[src/sors_pkg.sv]
// ----------------------------------------------------------------------------
// Script return-opcode scanner package
// Field widths, opcode constants, parser modes and transaction types.
// ----------------------------------------------------------------------------
package sors_pkg;

   localparam int SCRIPT_BYTE_W = 8;
   localparam int OFFSET_W      = 33;
   localparam int SKIP_W        = 32;
   localparam int LEN_LEFT_W    = 3;
   localparam int LEN_IDX_W     = 2;
   localparam int MODE_W        = 2;

   localparam int DEF_MAX_SCRIPT_BYTES = 65536;

   // Parser modes.
   localparam logic [MODE_W-1:0] MODE_OPCODE = 2'd0;
   localparam logic [MODE_W-1:0] MODE_LENGTH = 2'd1;
   localparam logic [MODE_W-1:0] MODE_SKIP   = 2'd2;
   localparam logic [MODE_W-1:0] MODE_DONE   = 2'd3;

   // Opcodes of interest.
   localparam logic [SCRIPT_BYTE_W-1:0] OP_RETURN   = 8'h6a;
   localparam logic [SCRIPT_BYTE_W-1:0] OP_PUSH1    = 8'd76;
   localparam logic [SCRIPT_BYTE_W-1:0] OP_PUSH2    = 8'd77;
   localparam logic [SCRIPT_BYTE_W-1:0] OP_PUSH4    = 8'd78;
   localparam logic [SCRIPT_BYTE_W-1:0] OP_FIRSTOTH = 8'd79;

   // Number of little-endian length bytes after each extended push opcode.
   localparam logic [LEN_LEFT_W-1:0] PUSH1_LEN_BYTES = 3'd1;
   localparam logic [LEN_LEFT_W-1:0] PUSH2_LEN_BYTES = 3'd2;
   localparam logic [LEN_LEFT_W-1:0] PUSH4_LEN_BYTES = 3'd4;

   typedef struct packed {
      logic [SCRIPT_BYTE_W-1:0] script_byte;
      logic                     is_last;
   } sors_req_type;

   typedef struct packed {
      logic                found;
      logic [OFFSET_W-1:0] offset;
      logic                truncated;
   } sors_rsp_type;

   // Parser state apart from the byte position, whose width is a parameter.
   typedef struct packed {
      logic [MODE_W-1:0]     parse_mode;
      logic [SKIP_W-1:0]     skip_remaining;
      logic [LEN_LEFT_W-1:0] length_bytes_left;
      logic [SKIP_W-1:0]     length_accumulator;
      logic [LEN_IDX_W-1:0]  length_byte_index;
   } sors_state_type;

   localparam sors_state_type STATE_RESET = '{
      parse_mode:         MODE_OPCODE,
      skip_remaining:     '0,
      length_bytes_left:  '0,
      length_accumulator: '0,
      length_byte_index:  '0
   };

endpackage

[src/script_op_return_scanner.sv]
// ----------------------------------------------------------------------------
// Script return-opcode scanner (top level)
// The result appears on rsp in the cycle after the final byte is taken.
// Throughput: one script byte per cycle; a last byte stalls on a held result.
// Reset (synchronous, active high) clears the parser and drops rsp_valid.
// ----------------------------------------------------------------------------
//
// Each transaction on the req channel carries one byte of an output script.
// The bytes are parsed as opcodes. Push opcodes are skipped along with their
// data: opcodes 1 to 75 give the data length directly, while the three
// extended push opcodes are followed by one, two or four little-endian length
// bytes. When the return opcode appears in opcode position, the parser stops
// and holds the offset just past it; the remaining bytes of the script are
// swallowed. On the final byte a single rsp transaction is issued and the
// parser returns to its reset state for the next script.
//
// The parser state sits in registers and is updated in one pass of short
// combinational logic per byte. The result is held in an output register,
// so bytes that are not the last of their script are taken even while an
// earlier result is still waiting to be collected; only a final byte has to
// wait for the output register to free up.
//
module script_op_return_scanner
   import sors_pkg::*;
#(
   parameter int MAX_SCRIPT_BYTES = DEF_MAX_SCRIPT_BYTES
) (
   input  logic         clock,
   input  logic         reset,
   input  logic         req_valid,
   output logic         req_ready,
   input  sors_req_type req_data,
   output logic         rsp_valid,
   input  logic         rsp_ready,
   output sors_rsp_type rsp_data
);

   // Wide enough to hold the saturated byte count itself.
   localparam int POS_W = $clog2(MAX_SCRIPT_BYTES + 1);

   sors_state_type   state_ff;
   sors_state_type   state_in;
   logic [POS_W-1:0] pos_ff;
   logic [POS_W-1:0] pos_in;
   sors_rsp_type     rsp_data_ff;
   sors_rsp_type     rsp_step;
   logic             rsp_valid_ff;
   logic             rsp_valid_in;
   logic             req_take;
   logic             out_free;

   // The output register is free when it is empty or being emptied now.
   assign out_free  = !rsp_valid_ff || rsp_ready;
   assign req_ready = !req_data.is_last || out_free;
   assign req_take  = req_valid && req_ready;

   sors_parse #(
      .MAX_SCRIPT_BYTES (MAX_SCRIPT_BYTES),
      .POS_W            (POS_W)
   ) u_parse (
      .state_cur (state_ff),
      .pos_cur   (pos_ff),
      .req       (req_data),
      .state_nxt (state_in),
      .pos_nxt   (pos_in),
      .rsp       (rsp_step)
   );

   always_ff @(posedge clock) begin
      if (reset) begin
         state_ff <= STATE_RESET;
         pos_ff   <= '0;
      end else if (req_take) begin
         state_ff <= state_in;
         pos_ff   <= pos_in;
      end
   end

   // A final byte loads a new result; otherwise a collected result leaves.
   always_comb begin
      rsp_valid_in = rsp_valid_ff;
      if (req_take && req_data.is_last) begin
         rsp_valid_in = 1'b1;
      end else if (rsp_ready) begin
         rsp_valid_in = 1'b0;
      end
   end

   always_ff @(posedge clock) begin
      if (reset) begin
         rsp_valid_ff <= 1'b0;
      end else begin
         rsp_valid_ff <= rsp_valid_in;
      end
   end

   // Result payload needs no reset; it is qualified by rsp_valid.
   always_ff @(posedge clock) begin
      if (req_take && req_data.is_last) begin
         rsp_data_ff <= rsp_step;
      end
   end

   assign rsp_valid = rsp_valid_ff;
   assign rsp_data  = rsp_data_ff;

endmodule

[src/sors_parse.sv]
// ----------------------------------------------------------------------------
// Script return-opcode scanner: parser step
// Next parser state for one script byte and the result for a final byte.
// ----------------------------------------------------------------------------
module sors_parse
   import sors_pkg::*;
#(
   parameter int MAX_SCRIPT_BYTES = DEF_MAX_SCRIPT_BYTES,
   parameter int POS_W            = $clog2(MAX_SCRIPT_BYTES + 1)
) (
   input  sors_state_type state_cur,
   input  logic [POS_W-1:0] pos_cur,
   input  sors_req_type   req,
   output sors_state_type state_nxt,
   output logic [POS_W-1:0] pos_nxt,
   output sors_rsp_type   rsp
);

   localparam logic [POS_W-1:0] POS_MAX = POS_W'(MAX_SCRIPT_BYTES);

   sors_state_type        st_upd;
   logic [POS_W-1:0]      pos_upd;
   logic [POS_W-1:0]      pos_cnt;
   logic [SKIP_W-1:0]     acc_upd;
   logic [LEN_LEFT_W-1:0] left_upd;
   logic [OFFSET_W-1:0]   extra;

   // The position saturates once the script grows past its maximum length.
   assign pos_cnt = (pos_cur < POS_MAX) ? pos_cur + POS_W'(1) : POS_MAX;

   assign acc_upd  = state_cur.length_accumulator |
                     (SKIP_W'(req.script_byte) << {state_cur.length_byte_index, 3'b000});
   assign left_upd = state_cur.length_bytes_left - LEN_LEFT_W'(1);

   always_comb begin
      st_upd  = state_cur;
      pos_upd = pos_cur;
      case (state_cur.parse_mode)
         MODE_OPCODE: begin
            pos_upd = pos_cnt;
            if (req.script_byte == OP_RETURN) begin
               st_upd.parse_mode = MODE_DONE;
            end else if (req.script_byte != '0 && req.script_byte < OP_PUSH1) begin
               st_upd.skip_remaining = SKIP_W'(req.script_byte);
               st_upd.parse_mode     = MODE_SKIP;
            end else if (req.script_byte >= OP_PUSH1 && req.script_byte < OP_FIRSTOTH) begin
               st_upd.length_bytes_left  = (req.script_byte == OP_PUSH1) ? PUSH1_LEN_BYTES :
                                           (req.script_byte == OP_PUSH2) ? PUSH2_LEN_BYTES :
                                                                           PUSH4_LEN_BYTES;
               st_upd.length_accumulator = '0;
               st_upd.length_byte_index  = '0;
               st_upd.parse_mode         = MODE_LENGTH;
            end
         end
         MODE_LENGTH: begin
            pos_upd                   = pos_cnt;
            st_upd.length_accumulator = acc_upd;
            st_upd.length_byte_index  = state_cur.length_byte_index + LEN_IDX_W'(1);
            st_upd.length_bytes_left  = left_upd;
            if (left_upd == '0) begin
               st_upd.skip_remaining = acc_upd;
               st_upd.parse_mode     = (acc_upd != '0) ? MODE_SKIP : MODE_OPCODE;
            end
         end
         MODE_SKIP: begin
            pos_upd               = pos_cnt;
            st_upd.skip_remaining = state_cur.skip_remaining - SKIP_W'(1);
            if (st_upd.skip_remaining == '0) begin
               st_upd.parse_mode = MODE_OPCODE;
            end
         end
         default: begin
            // Return already found: the position stays frozen.
         end
      endcase
   end

   // An unfinished length field or push counts towards the end position.
   always_comb begin
      case (st_upd.parse_mode)
         MODE_LENGTH: extra = OFFSET_W'(st_upd.length_bytes_left) +
                              OFFSET_W'(st_upd.length_accumulator);
         MODE_SKIP:   extra = OFFSET_W'(st_upd.skip_remaining);
         default:     extra = '0;
      endcase
   end

   assign rsp.found     = (st_upd.parse_mode == MODE_DONE);
   assign rsp.offset    = OFFSET_W'(pos_upd) + extra;
   assign rsp.truncated = (st_upd.parse_mode == MODE_LENGTH) ||
                          (st_upd.parse_mode == MODE_SKIP);

   // The final byte of a script leaves the parser ready for the next one.
   assign state_nxt = req.is_last ? STATE_RESET : st_upd;
   assign pos_nxt   = req.is_last ? '0 : pos_upd;

endmodule

[config.mk]
export PLATFORM = sky130hd
export DESIGN_NAME = script_op_return_scanner
export DESIGN_NICKNAME = d
export VERILOG_FILES = /design/src/sors_pkg.sv /design/src/script_op_return_scanner.sv /design/src/sors_parse.sv
export SDC_FILE = /design/constraint.sdc
export NUM_CORES = 1
export LEC_CHECK = 0
export ABC_AREA = 1
export BUFFER_PORTS_ARGS = -buffer_cell sky130_fd_sc_hd__buf_4
export CAP_MARGIN = 20
export CORE_MARGIN = 1
export CORE_UTILIZATION = 30
export CTS_CLUSTER_SIZE = 28
export DETAILED_ROUTE_END_ITERATION = 8
export PLACE_DENSITY_LB_ADDON = 0.1
export REMOVE_ABC_BUFFERS = 1
export SYNTH_ARGS = -nofsm -noshare
export SYNTH_HDL_FRONTEND = slang
export SYNTH_HIERARCHICAL = 1
export SYNTH_SLANG_ARGS = --single-unit
[constraint.sdc]
create_clock -name clock -period 5.8 [get_ports clock]
set_input_delay 0.29 -clock clock [delete_from_list [all_inputs] [get_ports clock]]
set_output_delay 0.29 -clock clock [all_outputs]
set_load 0.005 [all_outputs]
==> impl_metrics.csv, run 1 <==
group,metric,value,unit
yosys,yosysTopAreaCell,"dfxtp_1",
power_and_ir_drop,total_power,2.95,mW
yosys,synth_edf_count,35,
yosys,synth_area_leaders,"dfxtp_1 (15%), nand2_1 (15%), nand3_1 (9.6%), nor2_1 (9.2%), edfxtp_1 (8.9%)",
setup_path,startpoint_type,"flip-flop",
clocking,htreeDepth,4,
sta,setup_viol,0,
finish,drive_gt1_frac,0.113,
power_and_ir_drop,power.leakage,6.17,nW
finish,nets,2074,
finish,final.fill_count,4360,
hold_path,hp-class,"input pin to flip-flop",
yosys,synth_area,11800,um^2
clocking,clkLatencyLatePin,450,ps
finish,area_growth_syn_to_layout,14.6,%
placed_design,placed_area,12800,um^2
routing,antenna_left,0,
sta,layout_setup_ws,472,ps
setup_path,reg2regPathDepth,32,
floorplanning,die_area,40100,um^2
setup_path,reg2reg_from,"state_ff[1]",
clocking,clk_path_buf_depth,2,
setup_path,path_max_fanout,8,
grt,grtUsageTotal,0.230,
yosys,netlist_instances,1995,
setup_path,cp.arrival,5530,ps
sta,fin_crit,5330,ps
finish,fin_area,13500,um^2
finish,num_antenna_cells,0,
routing,dr_total_vias,12992,
grt,grt_pass1_vias,11880,
sta,slew_headroom,0.225,
setup_path,crit_family,"simple AND/OR/NAND/NOR gates",
floorplanning,start_util,0.305,
yosys,synthArstFlopShare,0,
sta,holdWs,108,ps
sta,slew_violations,0,
hold_path,hold_path_depth,4,
floorplanning,die_y,200,um
clocking,cts.sinks,124,
grt,grt_pass1_wl,71.4,mm
yosys,synth-seq-area-share,0.240,
yosys,yosysMostFrequentCell,"nand2_1",
yosys,ys_warn_count,6,
sta,tightest_slew,1160,ps
sta,hold_viol,0,
setup_path,r2r_slack,470,ps
placed_design,io_buffers,49,
placed_design,place_ws,62.4,ps
routing,drt-wirelength-per-cell,17.9,um
routing,drtIter0Drc,1036,
sta,fmax,188,MHz
setup_path,cp.required,6000,ps
yosys,netlist_top_cells_count,"nand2_1 (464), nor2_1 (289), inv_1 (271), nand3_1 (226), a21oi_1 (151)",
floorplanning,design.core.area,38600,um^2
sta,post-route-period-util,0.919,
sta,finalSetupTns,0,ps
setup_path,slowest_stage,"dfxtp_1",
setup_path,setup.worst_path.start,"state_ff[1]",
placed_design,place.gp.congestion,0.971,
outcome,status,"finished, final reports clean",
clocking,ctsHoldBuffers,0,
power_and_ir_drop,power.density,218,nW/um^2
clocking,cts_buffers,17,
routing,wl,45.8,mm
setup_path,crit_top_cell,"nand2_1",
routing,drtPass1Iterations,5,
setup_path,timing.rr.end,"rsp_data[32]",
yosys,ys.flop_type,"dfxtp_1",
clocking,path_clk_slew,70,ps
clocking,clock_tree.root_cell,"clkbuf_16",
routing,via_per_inst,5.07,
setup_path,max_stage_delay,400,ps
grt,overflow,0,
routing,drcViolationCount,0,
setup_path,crit_type,"flip-flop to flip-flop",
yosys,synth.distinct_cells,61,
job,maxCapViolations,0,
sta,fin_skew,20.3,ps
yosys,synth.ff_latch_count,124,
yosys,synth_top_area_share,0.151,
yosys,syn_avg_cell_area,5.91,um^2
floorplanning,rows,72,
floorplanning,die_width,200,um
setup_path,cp.buffers_inverters,8,
setup_path,endpoint_kind,"flip-flop",
placed_design,dp_hpwl,34.8,mm
clocking,cts_tree,"yes",
floorplanning,pin_count,50,
power_and_ir_drop,vdd_drop_max,171,uV
hold_path,worstHoldEndpoint,"rsp_valid",
grt,grt_max_degree,106,
hold_path,hold_path_startpoint,"rsp_ready",
grt,antenna_found_initial,0,
==> metrics by stage <==
step	instances	utilization
floorplan	1893	-
global placement	2527	0.331
detailed placement	2527	0.331
CTS	2559	0.347
global route	2562	0.349
finish	2562	0.349
==> layer usage <==
layer	vias up	global-route usage	wire [um]
li1	6546	-	-
met1	5993	0.335	22500
met2	404	0.349	19600
met3	49	0.0275	2550
met4	0	0.0714	1160
met5	-	0	0
==> power by group <==
part,internal (mW),switching (mW)
clock,0.676,0.461
combinational,0.265,0.548
sequential,0.949,0.0476
==> cell usage in the layout (no fill, tap or decap), types with 3 or more instances in the layout <==
master and count:
ha_1 28, bufinv_16 3, a221oi_1 4, o21ai_0 67, o211ai_1 8, a31oi_1 5
o21bai_2 6, o21ai_1 15, dfxtp_1 89, nand4_1 24, clkbuf_16 17, nand3_1 226
nor2_4 11, nand3_2 6, clkinv_4 5, nand2_2 11, nor2_2 19, inv_1 270
edfxtp_1 35, o22ai_1 6, or2_2 4, xor2_1 37, o2111ai_1 7, a21oi_1 149
o21ai_2 4, xnor2_1 13, buf_4 117, nor4_1 24, a211oi_1 3, o21bai_1 3
nor2_1 277, inv_2 10, nand3b_1 5, nor3_1 29, nand2_1 462
==> area by class of cell <==
cell class,count,area [um^2],area share
well taps,518,648,0.0480
multi-input cells,1488,7460,0.553
inverters,281,1050,0.0781
repair buffers,119,901,0.0667
clock inverters,14,171,0.0127
clock buffers,18,429,0.0318
flip-flops and latches,124,2830,0.210
==> worst max-delay path by stage <==
| stage | depth (start not counted) | to |
|---|---|---|
| floorplan | 24 | rsp_data[29] |
| global placement | 37 | rsp_data[33] |
| detailed placement | 34 | rsp_data[32] |
| CTS | 34 | rsp_data[32] |
| global route | 32 | rsp_data[32] |
| finish | 32 | rsp_data[32] |
==> worst reg2reg max path, delay by kind of cell (launching register included) <==
| kind | cells | cell delay, ps |
|---|---|---|
| AND/OR/NAND/NOR | 17 | 2550 |
| buffers and inverters | 8 | 920 |
| AO/OA/AOI/OAI | 5 | 640 |
| adder cells (fa/ha/maj) | 2 | 580 |
| flip-flops | 1 | 400 |
==> registers in the layout, indices dropped and copies added (netlist names) <==
signal,flops
pos_ff,17
state_ff,71
rsp_data,35
rsp_valid,1
==> kinds of logic after synthesis <==
family,count (synthesis),share of synthesized area
adder cells (fa/ha/maj),30,0.0331
buffers and inverters,383,0.133
flip-flops,124,0.240
XOR/XNOR,50,0.0372
AO/OA/AOI/OAI,297,0.144
AND/OR/NAND/NOR,1111,0.412
==> timing repair <==
item / in CTS / in global routing
setup endpoints to repair: 0 / 18
resized for setup: 0 / 32
setup buffers: 0 / 3
(Power assumes the default switching activity.)
==> run 2: changes to the inputs <==
CORE_UTILIZATION = 55   (was 30)
==> impl_metrics.csv, run 2 (synthesis results as in run 1) <==
group,metric,value,unit
power_and_ir_drop,total_power,2.89,mW
finish,final_common_cell,"nand2_1",
floorplanning,die_area,22000,um^2
sta,post-route-period-util,0.965,
routing,drt-wirelength-per-cell,17.5,um
sta,layout_setup_ws,201,ps
floorplanning,start_util,0.560,
setup_path,reg2reg_from,"state_ff[1]",
setup_path,timing.rr.end,"rsp_data[32]",
sta,rsz0062_at_grt,"yes",
finish,largest_register_ffs,71,
grt,overflow,0,
grt,antenna_found_initial,0,
finish,fin_area,13000,um^2
outcome,status,"finished, final reports clean",
setup_path,r2r_slack,200,ps
setup_path,reg2regPathDepth,29,
job,maxCapViolations,0,
floorplanning,die_width,148,um
floorplanning,rows,53,
setup_path,crit_top_cell,"nand2_1",
routing,drcViolationCount,0,
finish,stdcell_count,2300,
sta,fmax,179,MHz
floorplanning,design.core.area,21000,um^2
placed_design,io_buffers,49,
grt,grt_max_degree,90,
floorplanning,die_y,148,um
setup_path,crit_type,"flip-flop to flip-flop",
routing,wl,40.2,mm
grt,grt_pass1_vias,11585,
finish,final.fill_count,2093,
clocking,cts_buffers,17,
clocking,cts.sinks,124,
sta,tightest_slew,1040,ps
hold_path,hold_path_depth,4,
sta,fin_skew,11.6,ps
finish,area_growth_syn_to_layout,10.6,%
sta,slew_violations,0,
placed_design,dp_hpwl,29.8,mm
finish,final_cell_mix,"nand2_1 (464), nor2_1 (283), inv_1 (270), nand3_1 (226), a21oi_1 (150)",
routing,drtIter0Drc,1540,
setup_path,cp.required,5990,ps
finish,nets,2055,
finish,top_register,"state_ff",
power_and_ir_drop,power.leakage,6.07,nW
clocking,clock_tree.root_cell,"clkbuf_16",
placed_design,placed_area,12300,um^2
sta,setup_viol,0,
placed_design,place.gp.congestion,0.985,
setup_path,slowest_stage,"nor4_1",
routing,via_per_inst,5.80,
power_and_ir_drop,vdd_drop_max,180,uV
clocking,cts_tree,"yes",
setup_path,max_stage_delay,500,ps
finish,drive_gt1_frac,0.103,
setup_path,startpoint_type,"flip-flop",
placed_design,dp_cells,2262,
setup_path,setup.worst_path.start,"state_ff[1]",
routing,antenna_left,0,
setup_path,endpoint_kind,"flip-flop",
routing,dr_total_vias,13330,
finish,num_antenna_cells,0,
setup_path,path_max_fanout,11,
setup_path,cp.arrival,5790,ps
clocking,clk_path_buf_depth,2,
placed_design,place_ws,-20.4,ps
sta,slew_headroom,0.309,
clocking,htreeDepth,4,
clocking,clkLatencyLatePin,430,ps
sta,holdWs,127,ps
sta,fin_crit,5600,ps
clocking,ctsHoldBuffers,0,
routing,drtPass1Iterations,7,
floorplanning,pin_count,50,
clocking,path_clk_slew,60,ps
hold_path,hp-class,"input pin to flip-flop",
grt,grtUsageTotal,0.365,
sta,hold_viol,0,
setup_path,cp-endpoint,"rsp_data[32]",
grt,grt_pass1_wl,62.3,mm
power_and_ir_drop,power.density,222,nW/um^2
## run 2: metal layers
| layer | vias to the layer above | GRT usage | part of all wire |
|---|---|---|---|
| li1 | 6517 | - | - |
| met1 | 6060 | 0.507 | 0.44 |
| met2 | 645 | 0.566 | 0.44 |
| met3 | 108 | 0.0589 | 0.091 |
| met4 | 0 | 0.136 | 0.035 |
| met5 | - | 0 | 0 |
## run 2: layout make-up
class	instances	area (um^2)	share of cell area
clock inverter	12	135	0.0104
inverter	281	1060	0.0811
tap	275	344	0.0264
sequential	124	2830	0.217
multi-input combinational	1488	7450	0.572
timing repair buffer	100	754	0.0579
clock buffer	20	457	0.0350
## run 2: worst max-delay path: cells and delay by family, from the launching register on
kind,cells,cell delay [ps]
flops,1,380
buf+inv,7,860
compound gates,5,1020
simple gates,15,2540
fa+ha+maj,2,560
## run 2: power breakdown
part	switching, mW	total (mW)	internal (mW)
clock	0.460	1.12	0.660
sequential	0.0496	0.999	0.949
combinational	0.520	0.776	0.256
total	1.03	2.89	1.86
## run 2: worst min-delay path by stage
stage                       startpoint      endpoint  slack [ps]
final                        rsp_ready     rsp_valid         130
after global routing         rsp_ready     rsp_valid         140
after CTS                    rsp_ready     rsp_valid         120
after detailed placement  state_ff[21]  state_ff[21]         470
after global placement     state_ff[9]   state_ff[9]         460
after floorplan              req_valid    pos_ff[11]         450
## run 2: timing repair
item / CTS / global route
setup buffers: 0 / 6
resized for setup: 1 / 28
setup endpoints to repair: 3 / 21
pin swaps: 0 / 9
## run 2: stage by stage
stage                     utilization  setup TNS [ps]
after floorplan                     -           -18.9
after global placement          0.586               0
after detailed placement        0.586           -30.2
after CTS                       0.614               0
after global routing            0.620           -55.5
final                           0.620               0
==> run 3: changes to the inputs <==
CELL_PAD_IN_SITES_DETAIL_PLACEMENT = 0   (was not set)
CELL_PAD_IN_SITES_GLOBAL_PLACEMENT = 1   (was not set)
CORE_UTILIZATION = 44   (was 55)
PLACE_DENSITY = 0.93   (was not set)
PLACE_DENSITY_LB_ADDON = not set   (was 0.1)
==> impl_metrics.csv, run 3 (synthesis results as in run 1) <==
group,metric,value,unit
outcome,status,"finished, violations left",
outcome,failed_checks,"design-rule violations",
finish,largest_register_ffs,71,
clocking,cts_tree,"yes",
placed_design,io_buffers,49,
finish,num_antenna_cells,0,
clocking,clk_path_buf_depth,2,
finish,area_growth_syn_to_layout,12.0,%
floorplanning,pin_count,50,
setup_path,crit_top_cell,"nand2_1",
routing,drt-wirelength-per-cell,17.7,um
clocking,path_clk_slew,60,ps
sta,fmax,180,MHz
routing,routed.top_layer,"met4",
setup_path,cp.arrival,5730,ps
sta,post-route-period-util,0.956,
setup_path,endpoint_kind,"flip-flop",
floorplanning,die_y,166,um
hold_path,hp-class,"input pin to flip-flop",
routing,antenna_left,0,
job,maxCapViolations,0,
placed_design,dp_hpwl,31.1,mm
finish,drive_gt1_frac,0.107,
power_and_ir_drop,power.leakage,6.12,nW
setup_path,max_stage_delay,490,ps
placed_design,place.gp.congestion,0.989,
grt,overflow,0,
sta,slew_headroom,0.303,
routing,via_per_inst,5.60,
sta,finalSetupTns,0,ps
grt,grt_pass1_vias,12172,
sta,tightest_slew,1050,ps
grt,antenna_found_initial,1,
floorplanning,start_util,0.451,
grt,grtUsageTotal,0.308,
placed_design,placed_area,12500,um^2
finish,top_register,"state_ff",
clocking,cts.sinks,124,
floorplanning,die_width,166,um
sta,slew_violations,0,
routing,drtPass1Iterations,8,
setup_path,startpoint_type,"flip-flop",
clocking,clock_tree.root_cell,"clkbuf_16",
routing,dr_total_vias,13255,
sta,hold_viol,0,
floorplanning,design.core.area,26100,um^2
finish,nets,2063,
grt,grt_max_degree,108,
power_and_ir_drop,vdd_drop_max,161,uV
power_and_ir_drop,power.density,220,nW/um^2
clocking,clkLatencyLatePin,440,ps
finish,final_cell_mix,"nand2_1 (460), nor2_1 (283), inv_1 (270), nand3_1 (225), a21oi_1 (148)",
sta,setup_viol,0,
routing,met2_length,18.3,mm
finish,final_common_cell,"nand2_1",
clocking,htreeDepth,4,
sta,fin_skew,23.1,ps
routing,drt-met1-wl,18.9,mm
power_and_ir_drop,total_power,2.90,mW
routing,dr_wl_met3,3.37,mm
setup_path,cp.required,5990,ps
sta,fin_crit,5540,ps
setup_path,crit_type,"flip-flop to flip-flop",
clocking,cts_buffers,17,
routing,drtIter0Drc,1564,
grt,grt_pass1_wl,66.8,mm
setup_path,path_max_fanout,7,
finish,fin_area,13200,um^2
routing,drcViolationCount,12,
finish,final_util,0.505,
floorplanning,rows,59,
routing,wl,41.9,mm
floorplanning,die_area,27400,um^2
setup_path,slowest_stage,"nor4_1",
## run 3: report_power, final
group | internal, mW | switching, mW
clock network | 0.637 | 0.478
registers | 0.949 | 0.0498
logic | 0.260 | 0.528
total | 1.85 | 1.06
## run 3: layout make-up
class / count / area, um^2
Clock inverter: 11 / 93.8
Clock buffer: 21 / 504
Timing Repair Buffer: 107 / 827
Tap cell: 335 / 419
Inverter: 281 / 1060
Multi-Input combinational cell: 1488 / 7450
Fill cell: 2734 / 12900
Sequential cell: 124 / 2830
Timing Repair inverter: 1 / 7.51
## run 3: worst paths after layout
kind | cells past startpoint | start | to | slack [ps]
worst max-delay path | 32 | state_ff[1] | rsp_data[32] | 260
worst min-delay path | 4 | rsp_ready | rsp_valid | 120
worst max register to register | 32 | state_ff[1] | rsp_data[32] | 260
worst min register to register | 2 | state_ff[2] | state_ff[2] | 480
## run 3: metal layers
metal	track usage	vias up
met5	0	-
met4	0.115	0
met3	0.0382	76
met2	0.484	579
met1	0.431	6058
li1	-	6542
## run 3: critical path: cells and delay by family, from the launching register on
kind | cells | cell delay (ps)
AND/OR/NAND/NOR | 18 | 2700
buffers and inverters | 9 | 1150
adder cells (fa/ha/maj) | 2 | 630
AO/OA/AOI/OAI | 3 | 440
flip-flops | 1 | 390
## run 3: stage by stage
stage	hold slack, ps	setup slack, ps	cells
global placement	462	202	2331
floorplan	447	-18.9	1893
finish	125	257	2368
CTS	112	5.15	2363
global route	148	-13.2	2368
detailed placement	469	23.8	2331
## run 3: timing repair
action,in CTS,in global routing
cloned,0,1
setup endpoints to repair,3,22
hold endpoints to repair,0,0
buffers inserted,0,3
gates resized for setup,1,26
hold buffers,0,0
pin swaps,0,3
